## config.mk

```make
export PLATFORM = sky130hd
export DESIGN_NAME = light_switch_and_animation_controller
export DESIGN_NICKNAME = d
export VERILOG_FILES = /design/src/lsac_pkg.sv /design/src/light_switch_and_animation_controller.sv /design/src/lsac_div.sv
export SDC_FILE = /design/constraint.sdc
export NUM_CORES = 1
export LEC_CHECK = 0
export BUFFER_PORTS_ARGS = -buffer_cell sky130_fd_sc_hd__buf_2
export CAP_MARGIN = 25
export CORE_MARGIN = 8
export CORE_UTILIZATION = 55
export CTS_BUF_LIST = sky130_fd_sc_hd__clkbuf_16
export DETAILED_ROUTE_END_ITERATION = 7
export MAX_ROUTING_LAYER = met4
export PLACE_DENSITY = 0.72
export SKIP_LAST_GASP = 1
export SLEW_MARGIN = 20
export SYNTH_ARGS = -nofsm -noshare
export SYNTH_HDL_FRONTEND = slang
export SYNTH_HIERARCHICAL = 1
export SYNTH_SLANG_ARGS = --single-unit
```

## constraint.sdc

```tcl
create_clock -name i_clk -period 19.08 [get_ports i_clk]
set_clock_uncertainty 0.2 [all_clocks]
set_input_delay 1.908 -clock i_clk [delete_from_list [all_inputs] [get_ports i_clk]]
set_output_delay 1.908 -clock i_clk [all_outputs]
set_load 0.01 [all_outputs]
```

## src/lsac_pkg.sv

```systemverilog
// ----------------------------------------------------------------------------
// lsac_pkg
// Shared types and constants for the roof light switch and animation
// controller: frame pattern codes, register indexes and fixed timings.
// ----------------------------------------------------------------------------
package lsac_pkg;

    // Frame pattern codes
    typedef logic [2:0] t_pattern;
    localparam t_pattern PAT_NONE  = 3'd0;
    localparam t_pattern PAT_WHITE = 3'd1;
    localparam t_pattern PAT_FILL  = 3'd2;
    localparam t_pattern PAT_RED   = 3'd3;
    localparam t_pattern PAT_DARK  = 3'd4;

    // Configuration register indexes
    typedef logic [2:0] t_cfg_index;
    localparam t_cfg_index CFG_WHITE_LEVEL   = 3'd0;
    localparam t_cfg_index CFG_DEBOUNCE_MS   = 3'd1;
    localparam t_cfg_index CFG_LONG_PRESS_MS = 3'd2;
    localparam t_cfg_index CFG_DOOR_ANIM_MS  = 3'd3;
    localparam t_cfg_index CFG_FLASH_COUNT   = 3'd4;
    localparam t_cfg_index CFG_MODE_COUNT    = 3'd5;

    localparam int CFG_DATA_W = 16;

    // Fixed timings in ms
    localparam logic [31:0] CLICK_WINDOW_MS = 32'd500;
    localparam logic [16:0] FLASH_PERIOD_MS = 17'd500;
    localparam logic [15:0] FLASH_HALF_MS   = 16'd250;

    // elapsed / 250 = (elapsed >> 1) / 125; ceil(2^23 / 125), exact below 2^16
    localparam logic [16:0] FLASH_HALF_RECIP = 17'd67109;
    localparam int          FLASH_HALF_SHIFT = 23;

    localparam logic [7:0] RED_LEVEL = 8'd255;
    localparam logic [6:0] LIT_MAX   = 7'd127;

endpackage

```

## src/light_switch_and_animation_controller.sv

```systemverilog
// ----------------------------------------------------------------------------
// light_switch_and_animation_controller
// Roof light controller: debounced switch clicks select a mode, door and
// error animations draw the roof frame. One item is one control-loop pass.
// ----------------------------------------------------------------------------
// Sequence: an accepted item passes ST_SWITCH, then ST_DOOR_CHK and ST_DOOR_DIV
//   (the divider) while a door fill runs (DIV_W = 16 +
//   clog2(STRIP_LEDS+1), 23 for 64 LEDs), ST_ERR_CHK while an error flash runs,
//   then ST_TRIGGER and ST_LOAD. Throughput: one item at a time; the next item
//   is taken once the result is in the output register, which holds it while
//   stalled. Reset: synchronous, active low; state cleared, registers return
//   to default values, frame shows nothing drawn.
module light_switch_and_animation_controller #(
    parameter int STRIP_LEDS = 64
) (
    input  logic                           i_clk,
    input  logic                           i_rst_n,
    // configuration
    input  logic                           i_cfg_we,
    input  lsac_pkg::t_cfg_index           i_cfg_index,
    input  logic [lsac_pkg::CFG_DATA_W-1:0] i_cfg_data,
    // input items
    input  logic                           i_in_valid,
    output logic                           o_in_stall,
    input  logic [31:0]                    i_now_ms,
    input  logic                           i_switch_down,
    input  logic                           i_door_open,
    input  logic                           i_error_request,
    // result items
    output logic                           o_out_valid,
    input  logic                           i_out_stall,
    output logic [2:0]                     o_pattern,
    output logic [7:0]                     o_level,
    output logic [6:0]                     o_lit_count,
    output logic [7:0]                     o_mode,
    output logic [7:0]                     o_clicks,
    output logic                           o_door_running,
    output logic                           o_error_running
);
    import lsac_pkg::*;

    // Dividend holds elapsed (< 2^16) times STRIP_LEDS for the fill position.
    localparam int DIV_W = 16 + $clog2(STRIP_LEDS + 1);

    // Sequencer states
    localparam logic [3:0] ST_IDLE     = 4'd0;
    localparam logic [3:0] ST_SWITCH   = 4'd1;
    localparam logic [3:0] ST_DOOR_CHK = 4'd2;
    localparam logic [3:0] ST_DOOR_DIV = 4'd3;
    localparam logic [3:0] ST_ERR_CHK  = 4'd4;
    localparam logic [3:0] ST_TRIGGER  = 4'd6;
    localparam logic [3:0] ST_LOAD     = 4'd7;

    logic [3:0] r_state, n_state;

    // configuration registers
    logic [7:0]  r_white_level;
    logic [15:0] r_debounce_ms;
    logic [15:0] r_long_press_ms;
    logic [15:0] r_door_anim_ms;
    logic [7:0]  r_flash_count;
    logic [7:0]  r_mode_count;

    // captured item
    logic [31:0] r_now;
    logic        r_sw;
    logic        r_door_req;
    logic        r_err_req;

    // controller state
    logic        r_prev_switch,   n_prev_switch;
    logic        r_press_held,    n_press_held;
    logic [31:0] r_press_start,   n_press_start;
    logic [31:0] r_last_click,    n_last_click;
    logic [31:0] r_last_edge,     n_last_edge;
    logic [7:0]  r_click_total,   n_click_total;
    logic [7:0]  r_mode_reg,      n_mode_reg;
    logic        r_door_active,   n_door_active;
    logic        r_error_active,  n_error_active;
    logic [31:0] r_anim_start,    n_anim_start;
    logic [31:0] r_elapsed,       n_elapsed;
    t_pattern    r_frame_kind,    n_frame_kind;
    logic [7:0]  r_frame_level,   n_frame_level;
    logic [6:0]  r_frame_lit,     n_frame_lit;

    // output register
    logic        r_out_valid,     n_out_valid;
    t_pattern    r_o_pattern;
    logic [7:0]  r_o_level;
    logic [6:0]  r_o_lit;
    logic [7:0]  r_o_mode;
    logic [7:0]  r_o_clicks;
    logic        r_o_door;
    logic        r_o_error;

    // divider for the fill position
    logic              w_div_start;
    logic              w_div_done;
    logic [DIV_W-1:0]  w_div_dividend;
    logic [DIV_W-1:0]  w_div_quo;

    // flash phase helpers
    logic        w_err_run;
    logic [32:0] w_half_prod;

    // switch stage helpers
    logic [31:0] w_since_edge;
    logic [31:0] w_press_dur;
    logic [31:0] w_since_click;
    logic [7:0]  w_click_next;
    logic [16:0] w_flash_limit;
    logic        w_accept;
    logic        w_load;

    assign w_accept      = i_in_valid && (r_state == ST_IDLE);
    assign o_in_stall    = (r_state != ST_IDLE);
    assign w_load        = (r_state == ST_LOAD) && (!r_out_valid || !i_out_stall);

    assign w_since_edge  = r_now - r_last_edge;
    assign w_press_dur   = r_now - r_press_start;
    assign w_since_click = r_now - r_last_click;
    assign w_click_next  = (w_since_click < CLICK_WINDOW_MS) ? r_click_total + 8'd1 : 8'd1;
    assign w_flash_limit = 17'(r_flash_count) * FLASH_PERIOD_MS;

    // ------------------------------------------------------------------
    // Configuration writes
    // ------------------------------------------------------------------
    always_ff @(posedge i_clk) begin
        if (!i_rst_n) begin
            r_white_level   <= 8'd255;
            r_debounce_ms   <= 16'd50;
            r_long_press_ms <= 16'd1000;
            r_door_anim_ms  <= 16'd2000;
            r_flash_count   <= 8'd5;
            r_mode_count    <= 8'd4;
        end else if (i_cfg_we) begin
            case (i_cfg_index)
                CFG_WHITE_LEVEL:   r_white_level   <= i_cfg_data[7:0];
                CFG_DEBOUNCE_MS:   r_debounce_ms   <= i_cfg_data;
                CFG_LONG_PRESS_MS: r_long_press_ms <= i_cfg_data;
                CFG_DOOR_ANIM_MS:  r_door_anim_ms  <= i_cfg_data;
                CFG_FLASH_COUNT:   r_flash_count   <= i_cfg_data[7:0];
                CFG_MODE_COUNT:    r_mode_count    <= i_cfg_data[7:0];
                default: ;
            endcase
        end
    end

    // capture the item
    always_ff @(posedge i_clk) begin
        if (w_accept) begin
            r_now      <= i_now_ms;
            r_sw       <= i_switch_down;
            r_door_req <= i_door_open;
            r_err_req  <= i_error_request;
        end
    end

    // ------------------------------------------------------------------
    // Fill position goes through the divider; the quarter-second slot of
    // the flash is a reciprocal multiply, bit 0 of the quotient picks red.
    // ------------------------------------------------------------------
    assign w_div_start    = (r_state == ST_DOOR_CHK) && (r_elapsed < {16'd0, r_door_anim_ms});
    assign w_div_dividend = DIV_W'(r_elapsed[15:0]) * DIV_W'(STRIP_LEDS);
    assign w_err_run      = (r_elapsed < {15'd0, w_flash_limit});
    assign w_half_prod    = 33'(r_elapsed[16:1]) * 33'(FLASH_HALF_RECIP);

    lsac_div #(
        .DW(DIV_W)
    ) u_div (
        .i_clk      (i_clk),
        .i_rst_n    (i_rst_n),
        .i_start    (w_div_start),
        .i_dividend (w_div_dividend),
        .i_divisor  (r_door_anim_ms),
        .o_done     (w_div_done),
        .o_quotient (w_div_quo)
    );

    // ------------------------------------------------------------------
    // Sequencer
    // ------------------------------------------------------------------
    always_comb begin
        n_state        = r_state;
        n_prev_switch  = r_prev_switch;
        n_press_held   = r_press_held;
        n_press_start  = r_press_start;
        n_last_click   = r_last_click;
        n_last_edge    = r_last_edge;
        n_click_total  = r_click_total;
        n_mode_reg     = r_mode_reg;
        n_door_active  = r_door_active;
        n_error_active = r_error_active;
        n_anim_start   = r_anim_start;
        n_elapsed      = r_elapsed;
        n_frame_kind   = r_frame_kind;
        n_frame_level  = r_frame_level;
        n_frame_lit    = r_frame_lit;
        n_out_valid    = r_out_valid && i_out_stall;

        case (r_state)
            ST_IDLE: begin
                if (w_accept) begin
                    n_state = ST_SWITCH;
                end
            end

            ST_SWITCH: begin
                // sampled only once the debounce time has gone by
                if (w_since_edge >= {16'd0, r_debounce_ms}) begin
                    if (r_sw && !r_prev_switch) begin
                        n_press_held  = 1'b1;
                        n_press_start = r_now;
                        n_last_edge   = r_now;
                    end else if (!r_sw && r_prev_switch) begin
                        if (r_press_held) begin
                            // short release counts a click; long release does not
                            if (w_press_dur < {16'd0, r_long_press_ms}) begin
                                n_click_total = w_click_next;
                                n_last_click  = r_now;
                                if (w_click_next != 8'd0 && w_click_next <= r_mode_count) begin
                                    n_mode_reg    = w_click_next - 8'd1;
                                    n_frame_kind  = PAT_WHITE;
                                    n_frame_level = r_white_level;
                                    n_frame_lit   = 7'd0;
                                end
                            end
                            n_press_held = 1'b0;
                        end
                        n_last_edge = r_now;
                    end
                    n_prev_switch = r_sw;
                end
                n_elapsed = r_now - r_anim_start;
                if (r_door_active) begin
                    n_state = ST_DOOR_CHK;
                end else if (r_error_active) begin
                    n_state = ST_ERR_CHK;
                end else begin
                    n_state = ST_TRIGGER;
                end
            end

            ST_DOOR_CHK: begin
                if (w_div_start) begin
                    n_state = ST_DOOR_DIV;
                end else begin
                    n_door_active = 1'b0;
                    n_frame_kind  = PAT_WHITE;
                    n_frame_level = r_white_level;
                    n_frame_lit   = 7'd0;
                    n_state       = r_error_active ? ST_ERR_CHK : ST_TRIGGER;
                end
            end

            ST_DOOR_DIV: begin
                if (w_div_done) begin
                    n_frame_kind  = PAT_FILL;
                    n_frame_level = {2'b00, r_white_level[7:2]};
                    n_frame_lit   = (w_div_quo >= DIV_W'(LIT_MAX)) ? LIT_MAX
                                  : w_div_quo[6:0] + 7'd1;
                    n_state       = r_error_active ? ST_ERR_CHK : ST_TRIGGER;
                end
            end

            ST_ERR_CHK: begin
                if (w_err_run) begin
                    // even quarter-second slots are red, odd ones dark
                    n_frame_kind  = w_half_prod[FLASH_HALF_SHIFT] ? PAT_DARK : PAT_RED;
                    n_frame_level = w_half_prod[FLASH_HALF_SHIFT] ? 8'd0 : RED_LEVEL;
                    n_frame_lit   = 7'd0;
                end else begin
                    n_error_active = 1'b0;
                    n_frame_kind   = PAT_WHITE;
                    n_frame_level  = r_white_level;
                    n_frame_lit    = 7'd0;
                end
                n_state = ST_TRIGGER;
            end

            ST_TRIGGER: begin
                if (r_door_req && !r_door_active && !r_error_active) begin
                    n_door_active = 1'b1;
                    n_anim_start  = r_now;
                end
                if (r_err_req) begin
                    n_error_active = 1'b1;
                    n_anim_start   = r_now;
                end
                n_state = ST_LOAD;
            end

            ST_LOAD: begin
                if (w_load) begin
                    n_out_valid = 1'b1;
                    n_state     = ST_IDLE;
                end
            end

            default: begin
                n_state = ST_IDLE;
            end
        endcase
    end

    always_ff @(posedge i_clk) begin
        if (!i_rst_n) begin
            r_state        <= ST_IDLE;
            r_prev_switch  <= 1'b0;
            r_press_held   <= 1'b0;
            r_press_start  <= '0;
            r_last_click   <= '0;
            r_last_edge    <= '0;
            r_click_total  <= '0;
            r_mode_reg     <= '0;
            r_door_active  <= 1'b0;
            r_error_active <= 1'b0;
            r_anim_start   <= '0;
            r_frame_kind   <= PAT_NONE;
            r_frame_level  <= '0;
            r_frame_lit    <= '0;
            r_out_valid    <= 1'b0;
        end else begin
            r_state        <= n_state;
            r_prev_switch  <= n_prev_switch;
            r_press_held   <= n_press_held;
            r_press_start  <= n_press_start;
            r_last_click   <= n_last_click;
            r_last_edge    <= n_last_edge;
            r_click_total  <= n_click_total;
            r_mode_reg     <= n_mode_reg;
            r_door_active  <= n_door_active;
            r_error_active <= n_error_active;
            r_anim_start   <= n_anim_start;
            r_frame_kind   <= n_frame_kind;
            r_frame_level  <= n_frame_level;
            r_frame_lit    <= n_frame_lit;
            r_out_valid    <= n_out_valid;
        end
    end

    always_ff @(posedge i_clk) begin
        r_elapsed <= n_elapsed;
    end

    // output register, loaded only when empty or being taken
    always_ff @(posedge i_clk) begin
        if (w_load) begin
            r_o_pattern <= r_frame_kind;
            r_o_level   <= r_frame_level;
            r_o_lit     <= r_frame_lit;
            r_o_mode    <= r_mode_reg;
            r_o_clicks  <= r_click_total;
            r_o_door    <= r_door_active;
            r_o_error   <= r_error_active;
        end
    end

    assign o_out_valid     = r_out_valid;
    assign o_pattern       = r_o_pattern;
    assign o_level         = r_o_level;
    assign o_lit_count     = r_o_lit;
    assign o_mode          = r_o_mode;
    assign o_clicks        = r_o_clicks;
    assign o_door_running  = r_o_door;
    assign o_error_running = r_o_error;

endmodule

```

## src/lsac_div.sv

```systemverilog
// ----------------------------------------------------------------------------
// lsac_div
// Restoring divider, one quotient bit per cycle, 16-bit divisor.
// ----------------------------------------------------------------------------
module lsac_div #(
    parameter int DW = 23
) (
    input  logic          i_clk,
    input  logic          i_rst_n,
    input  logic          i_start,
    input  logic [DW-1:0] i_dividend,
    input  logic [15:0]   i_divisor,
    output logic          o_done,
    output logic [DW-1:0] o_quotient
);
    import lsac_pkg::*;

    localparam int CW = $clog2(DW + 1);

    logic [CW-1:0] r_cnt;
    logic          r_busy;
    logic          r_done;
    logic [15:0]   r_rem;
    logic [DW-1:0] r_quo;

    logic [16:0] w_trial;
    logic        w_fits;
    logic [16:0] w_diff;

    assign w_trial = {r_rem, r_quo[DW-1]};
    assign w_fits  = (w_trial >= {1'b0, i_divisor});
    assign w_diff  = w_trial - {1'b0, i_divisor};

    always_ff @(posedge i_clk) begin
        if (!i_rst_n) begin
            r_busy <= 1'b0;
            r_done <= 1'b0;
            r_cnt  <= '0;
        end else if (i_start) begin
            r_busy <= 1'b1;
            r_done <= 1'b0;
            r_cnt  <= CW'(DW);
        end else if (r_busy) begin
            r_cnt  <= r_cnt - CW'(1);
            r_done <= (r_cnt == CW'(1));
            r_busy <= (r_cnt != CW'(1));
        end else begin
            r_done <= 1'b0;
        end
    end

    always_ff @(posedge i_clk) begin
        if (i_start) begin
            r_rem <= '0;
            r_quo <= i_dividend;
        end else if (r_busy) begin
            r_rem <= w_fits ? w_diff[15:0] : w_trial[15:0];
            r_quo <= {r_quo[DW-2:0], w_fits};
        end
    end

    assign o_done     = r_done;
    assign o_quotient = r_quo;

endmodule

```

==> results of run 1 <==
-- stage by stage --
| stage | area (um^2) | std cells | utilization [%] | total power (uW) | hold slack (ps) |
|---|---|---|---|---|---|
| after CTS | 31400 | 4107 | 60.3 | 3290 | 210 |
| after global placement | 29800 | 4020 | 57.1 | 2310 | 215 |
| after floorplan | 28800 | 3341 | - | 1990 | 203 |
| final | 31500 | 4108 | 60.3 | 3280 | 215 |
| after global routing | 31500 | 4108 | 60.3 | 3500 | 214 |
| after detailed placement | 29800 | 4023 | 57.2 | 2360 | 210 |
-- worst paths after layout --
path / startpoint / to / slack (ps) / cells past startpoint
worst max-delay path: r_flash_count[0]$_SDFFE_PN1P_ / r_frame_level[5]$_SDFFE_PN0P_ / 11890 / 25
worst min-delay path: r_frame_lit[6]$_SDFFE_PN0P_ / o_lit_count[6]$_DFFE_PP_ / 220 / 0
worst max register to register: r_flash_count[0]$_SDFFE_PN1P_ / r_frame_level[5]$_SDFFE_PN0P_ / 11890 / 25
worst min register to register: r_frame_lit[6]$_SDFFE_PN0P_ / o_lit_count[6]$_DFFE_PP_ / 220 / 0
-- cell type report --
type / count / area share [%]
well taps: 688 / 2.74
clock buffers: 48 / 3.82
multi-input cells: 2458 / 56.7
flip-flops and latches: 391 / 28.9
inverters: 374 / 4.48
repair buffers: 113 / 2.07
clock inverters: 36 / 1.28
-- kinds of logic after synthesis --
| group | Yosys count | synth area share, % |
|---|---|---|
| DFF | 391 | 31.6 |
| and+or+nand+nor | 998 | 16.2 |
| other | 1 | 0.0130 |
| adders and majority gates | 412 | 19.6 |
| muxes | 117 | 4.19 |
| buffers and inverters | 492 | 6.67 |
| AOI/OAI and AO/OA | 791 | 17.8 |
| xor gates and xnor gates | 133 | 4.05 |
-- cells in the mapped netlist (10+ instances only) --
library cell  instances  area [um^2]
fa_1                 63         1260
nor3_1               49          245
nor2_1              309         1160
a211oi_1             51          383
a31oi_1              20          125
mux2i_1              90          901
nor4_1               28          175
xnor2_1              90          788
or4_1                11         82.6
o21bai_1             18          135
nand2_1             330         1240
nor2b_1              35          219
edfxtp_1            126         3780
o21a_1               38          285
o2111ai_1            20          175
xor2_1               43          377
o31a_1               10         87.6
dfxtp_1             265         5310
and3_1               21          131
and2_1               14         87.6
or2_2                13         81.3
nand3_1              70          350
nand2b_1             31          194
mux2_2               27          304
inv_1               373         1400
clkbuf_1             99          372
ha_1                349         4370
o211ai_1             48          360
a21o_1               55          413
nand4_1              27          169
or3_1                17          106
o21ai_0             125          626
a21oi_1             286         1430
-- metal layers --
metal / up-vias / track usage, %
li1: 11800 / -
met1: 11700 / 32.7
met2: 793 / 43.5
met3: 175 / 2.93
met4: 0 / 8.39
met5: - / -
-- worst register-to-register path, stage by stage (launching register included) --
cell,delay (ps)
dfxtp_1,380
fa_1,600
inv_1,70
fa_1,540
fa_1,450
fa_1,520
inv_1,50
ha_1,270
inv_1,60
o21ai_0,300
a21oi_1,110
o21ai_0,270
a21oi_1,120
o21bai_1,210
xnor2_1,170
ha_1,270
a2111oi_0,390
o21ai_0,140
a21oi_1,140
o31ai_1,90
a31oi_1,550
o2111ai_1,340
and2_1,270
a221o_1,310
a211oi_1,170
a211oi_1,70
-- power breakdown --
group | internal [uW] | switching (uW)
registers | 922 | 79.5
clock network | 545 | 372
logic | 565 | 792
==> metrics.md, run 1 <==
| Metric | Value |
|---|---|
| Layout cells sized above 1 | `7.75%` |
| Tcrit/Tclk final | `between 30% and 40%` |
| Status | `finished, final reports clean` |
| Worst-path maximum fanout | `6` |
| Post-route met1 wirelength | `between 30000 and 40000 um` |
| Core region area | `approximately 52000 um^2` |
| H-tree levels | `2` |
| Register area share after synthesis | `a little under a third` |
| Root buffer cell | `clkbuf_16` |
| Vias per inst | `approximately 6.0` |
| Tmin final | `7190 ps` |
| Post-CTS Resized | `0` |
| IO Count | `97` |
| Power Density | `104 nW/um^2` |
| DR pass1 iterations | `8` |
| Gr usage total | `between 20 and 30%` |
| Lkg Pwr | `between 0.01 and 0.015 uW` |
| EDFF count, synth | `approximately 130` |
| Clock-pin slew on the worst setup and hold paths | `about 60 ps` |
| Worst setup margin | `about 12000 ps` |
| Postcts setup bufs | `0` |
| Starting density of the core | `between 50% and 60%` |
| PortBufs | `96` |
| Worst endpoint required time | `19320 ps` |
| N_diodes | `0` |
| GRT overflow | `0` |
| DR iter-0 viols | `~1800` |
| Hpwl dp | `59700 um` |
| Commonest non-fill, non-tap cell in the layout | `inv_1` |
| First-pass GRT wire length | `~120000 um` |
| Crit path kind | `reg -> reg` |
| Maximum number of pins on one net before global-route repair | `roughly 110` |
| Met3 WL | `approximately 4500 um` |
| MaxCap Viol Count | `0` |
| Routed wire length per instance | `between 15 and 20 um` |
| Die area | `59900 um^2` |
| CP most frequent cell | `fa_1` |
| Synth-to-layout area growth | `9.31%` |
| # DRC | `0` |
| Min-delay worst type | `reg -> reg` |
| Final GP Congestion | `0.973` |
| Routed wire length | `between 70000 and 80000 um` |
| Pins Over Slew Limit | `0` |
| Peak supply drop | `roughly 0.076 mV` |
| Vias | `about 24000` |
| Hold-fix buffers at CTS | `0` |
| Syn Inst Count | `around 3300` |
| CP arrival | `7430 ps` |
| WP buf/inv | `3` |
| Top Layer Used | `met4` |
| Post-synth cell types | `94` |
| Placement Setup Slack | `between 10000 and 15000 ps` |
| Cell Rows | `84` |
| Die extent in x | `approximately 240 um` |
| Async set-or-reset flop fraction in the synthesized netlist | `0%` |
| Final setup viols | `0` |
| Post-Route Setup TNS | `0 ps` |
| Synth warn | `6` |
| Synth Flop Type | `dfxtp_1` |
| Antenna violations before repair | `0` |
| Max clock buf depth | `3` |
| CTS buffer count | `45` |
| Commonest cells after routing, fill and taps aside | `inv_1 (377), ha_1 (349), nand2_1 (330), nor2_1 (306), a21oi_1 (285)` |
| Maximum clock frequency | `approximately 140 MHz` |
| CTS tree | `built` |
| Vias in the first global route | `between 20000 and 25000` |
| Fillers | `between 4000 and 5000` |
| Crit path capture type | `register` |
| Yosys reg bits | `roughly 400` |
| Worst path top cell family by delay | `compound AO/OA/AOI/OAI gates` |
| Die height | `245 um` |
| Slew margin rel. | `about 30%` |
| Hold Violations, Final | `0` |
| Post-route ant nets | `0` |
| Clk_lat worst skew | `between 500 and 600 ps` |
| Clock sink count | `just under 400` |
| Post-Syn Area | `28800 um^2` |
| RSZ-0062 raised after global routing | `false` |
| Final #Nets | `3854` |
| Wire length on met2 | `between 30000 and 40000 um` |
| CP peak stage delay | `approximately 600 ps` |
| Setup crit start kind | `register` |
| Slew @ Worst Pin | `1050 ps` |
| Reg area | `9090 um^2` |
| Multi-input logic area | `~18000 um^2` |
| Worst path slowest cell | `fa_1` |
| Syn_area_per_cell | `about 8.6 um^2` |
(Power assumes the default switching activity.)
==> run 2, diff against run 1 <==
==> constraint.sdc (replaced) <==
create_clock -name i_clk -period 6.8 [get_ports i_clk]
set_clock_uncertainty 0.2 [all_clocks]
set_input_delay 0.68 -clock i_clk [delete_from_list [all_inputs] [get_ports i_clk]]
set_output_delay 0.68 -clock i_clk [all_outputs]
set_load 0.01 [all_outputs]
==> run 2 against run 1 <==
Effect of this change:
- utilization up 0.84 points
- combinational power rose to 3.0 times the previous value
- global-route usage up 0.67 points
- highest routed layer unchanged
- hold slack worse by 140 ps
- die area unchanged
- sequential power rose to 2.7 times the previous value
- largest power group unchanged
- power rose to 2.8 times the previous value
- critical path depth up 2
- clock power rose to 2.6 times the previous value
- via count up 0.91%
- flip-flop and latch count unchanged
- setup slack worse by 12000 ps
==> metrics.md, run 2 (synthesized netlist as in run 1, its figures left out) <==
| Metric | Value |
|---|---|
| Routed wire length per instance | `19.1 um (about the same)` |
| Die height | `245 um (unchanged)` |
| CP peak stage delay | `630 ps (+30 ps)` |
| Maximum number of pins on one net before global-route repair | `109 (+3.8%)` |
| Sw Ratio | `38.1% (+0.11 points)` |
| CTS buffer count | `43 (-4.4%)` |
| DR pass1 iterations | `6 (-2)` |
| Clk pwr share | `26.3% (-1.7 points)` |
| CP arrival | `6650 ps (-780 ps)` |
| Vias in the first global route | `24400 (+3.8%)` |
| GRT overflow | `0 (unchanged)` |
| Clock sink count | `391 (unchanged)` |
| Synth-to-layout area growth | `10.8%` |
| Crit path capture type | `register` |
| Core region area | `52100 um^2 (unchanged)` |
| Min-delay worst type | `in -> reg` |
| Commonest non-fill, non-tap cell in the layout | `inv_1` |
| Tcrit/Tclk final | `94.5% (+57 points)` |
| Root buffer cell | `clkbuf_16` |
| Final #Nets | `3925 (+1.8%)` |
| Worst-path maximum fanout | `14 (+8)` |
| Slew @ Worst Pin | `1030 ps (-18.8 ps)` |
| Cell Rows | `84 (unchanged)` |
| Hold depth | `1 (+1)` |
| Worst path slowest cell | `a2111oi_0` |
| Final GP Congestion | `0.944 (-2.9%)` |
| Routed wire length | `79700 um (+1.7%)` |
| DR iter-0 viols | `1806 (-0.82%)` |
| Internal power | `5680 uW (+180%)` |
| Crit path kind | `reg -> reg` |
| CTS tree | `built` |
| Maximum clock frequency | `156 MHz (+12%)` |
| Antenna violations before repair | `0 (unchanged)` |
| First-pass GRT wire length | `127000 um (+2.5%)` |
| Setup crit start kind | `register` |
| Fillers | `4576 (+0.087%)` |
| Lkg Pwr | `0.0134 uW (+2.3%)` |
| Vias per inst | `5.91 (-0.76%)` |
| Hold WS | `77.6 ps (-138 ps)` |
| Reg power frac | `29.7% (-0.9 points)` |
| Proportion of power drawn by combinational gates | `44.0% (+2.6 points)` |
| Hold Violations, Final | `0 (unchanged)` |
| Final setup viols | `0 (unchanged)` |
| Status | `finished, final reports clean` |
| IO Count | `97 (unchanged)` |
| Clk_lat worst skew | `590 ps (about the same)` |
| Tmin final | `6420 ps (-764 ps)` |
| Clock-pin slew on the worst setup and hold paths | `60 ps (about the same)` |
| Hpwl dp | `61400 um (+2.8%)` |
| CP most frequent cell | `buf_4` |
| RSZ-0062 raised after global routing | `false` |
| Post-route ant nets | `0 (unchanged)` |
| Commonest cells after routing, fill and taps aside | `inv_1 (376), ha_1 (349), nand2_1 (330), nor2_1 (306), a21oi_1 (283)` |
| Switching pwr | `3490 uW (+180%)` |
| Post-Route Setup TNS | `0 ps (unchanged)` |
| Pins Over Slew Limit | `0 (unchanged)` |
| Die extent in x | `245 um (unchanged)` |
| H-tree levels | `2 (unchanged)` |
| PortBufs | `96 (unchanged)` |
| # DRC | `0 (unchanged)` |
| Power Density | `288 nW/um^2 (+180%)` |
| Peak supply drop | `0.181 mV (+140%)` |
| Vias | `24700 (+0.91%)` |
| Worst endpoint required time | `7020 ps (-12300 ps)` |
| Gr usage total | `26.6% (+0.67 points)` |
| Starting density of the core | `55.2% (unchanged)` |
| Max clock buf depth | `3 (unchanged)` |
| MaxCap Viol Count | `0 (unchanged)` |
| Slew margin rel. | `30.8% (+0.91 points)` |
| Layout cells sized above 1 | `9.63% (+1.9 points)` |
| N_diodes | `0 (unchanged)` |
| Reg2reg path depth | `27 (+8.0%)` |
| Die area | `59900 um^2 (unchanged)` |
run 2: metrics by stage:
stage	std cells	instance area (um^2)	total power [uW]	util [%]	setup slack (ps)
after floorplan	3341	28800	5600	-	705
after global placement	4092	30300	6580	58.2	292
after detailed placement	4092	30300	6740	58.2	134
after CTS	4172	31800	9180	61.0	87.4
after global routing	4177	31900	9820	61.2	7.55
final	4177	31900	9170	61.2	375
run 2: per-layer routing:
metal / routed length [um] / vias to the layer above / track usage, %
li1: - / 12000 / -
met1: 34400 / 11800 / 33.2
met2: 38300 / 715 / 44.7
met3: 4000 / 162 / 2.68
met4: 3030 / 0 / 9.78
met5: 0 / - / -
run 2: final cells by class:
| type | count | area, um^2 | share of cell area [%] |
|---|---|---|---|
| flip-flops and latches | 391 | 9090 | 28.5 |
| inverters | 374 | 1410 | 4.42 |
| clock inverters | 36 | 342 | 1.07 |
| well taps | 688 | 861 | 2.70 |
| repair buffers | 186 | 1220 | 3.83 |
| clock buffers | 44 | 1100 | 3.45 |
| multi-input cells | 2458 | 17900 | 56.0 |
run 2: worst paths after layout:
kind,to,start,slack (ps)
worst min register to register,o_level[5]$_DFFE_PP_,r_frame_level[5]$_SDFFE_PN0P_,240
worst min-delay path,r_now[15]$_DFFE_PP_,i_now_ms[15],80
worst max register to register,r_frame_level[5]$_SDFFE_PN0P_,r_now[2]$_DFFE_PP_,380
worst max-delay path,r_frame_level[5]$_SDFFE_PN0P_,r_now[2]$_DFFE_PP_,380
run 2: what timing repair did:
item                                    CTS  global route
setup buffers                             0             3
resized for setup                         0            17
hold buffers                              0             0
endpoints found under the setup margin    0            82
run 2: power groups by stage:
stage	Clock, uW	Combinational, uW	Sequential [uW]
after floorplan	0	2850	2750
after global placement	0	3810	2770
after detailed placement	0	3960	2780
after CTS	2440	4010	2730
after global routing	2540	4540	2740
final	2410	4040	2730
run 2: critical path, delay by kind of cell, from the launching register on:
kind	cells	cell delay, ps
AOI/OAI and AO/OA	16	3430
adders and majority gates	2	730
buffers and inverters	4	620
DFF	1	570
and+or+nand+nor	5	700
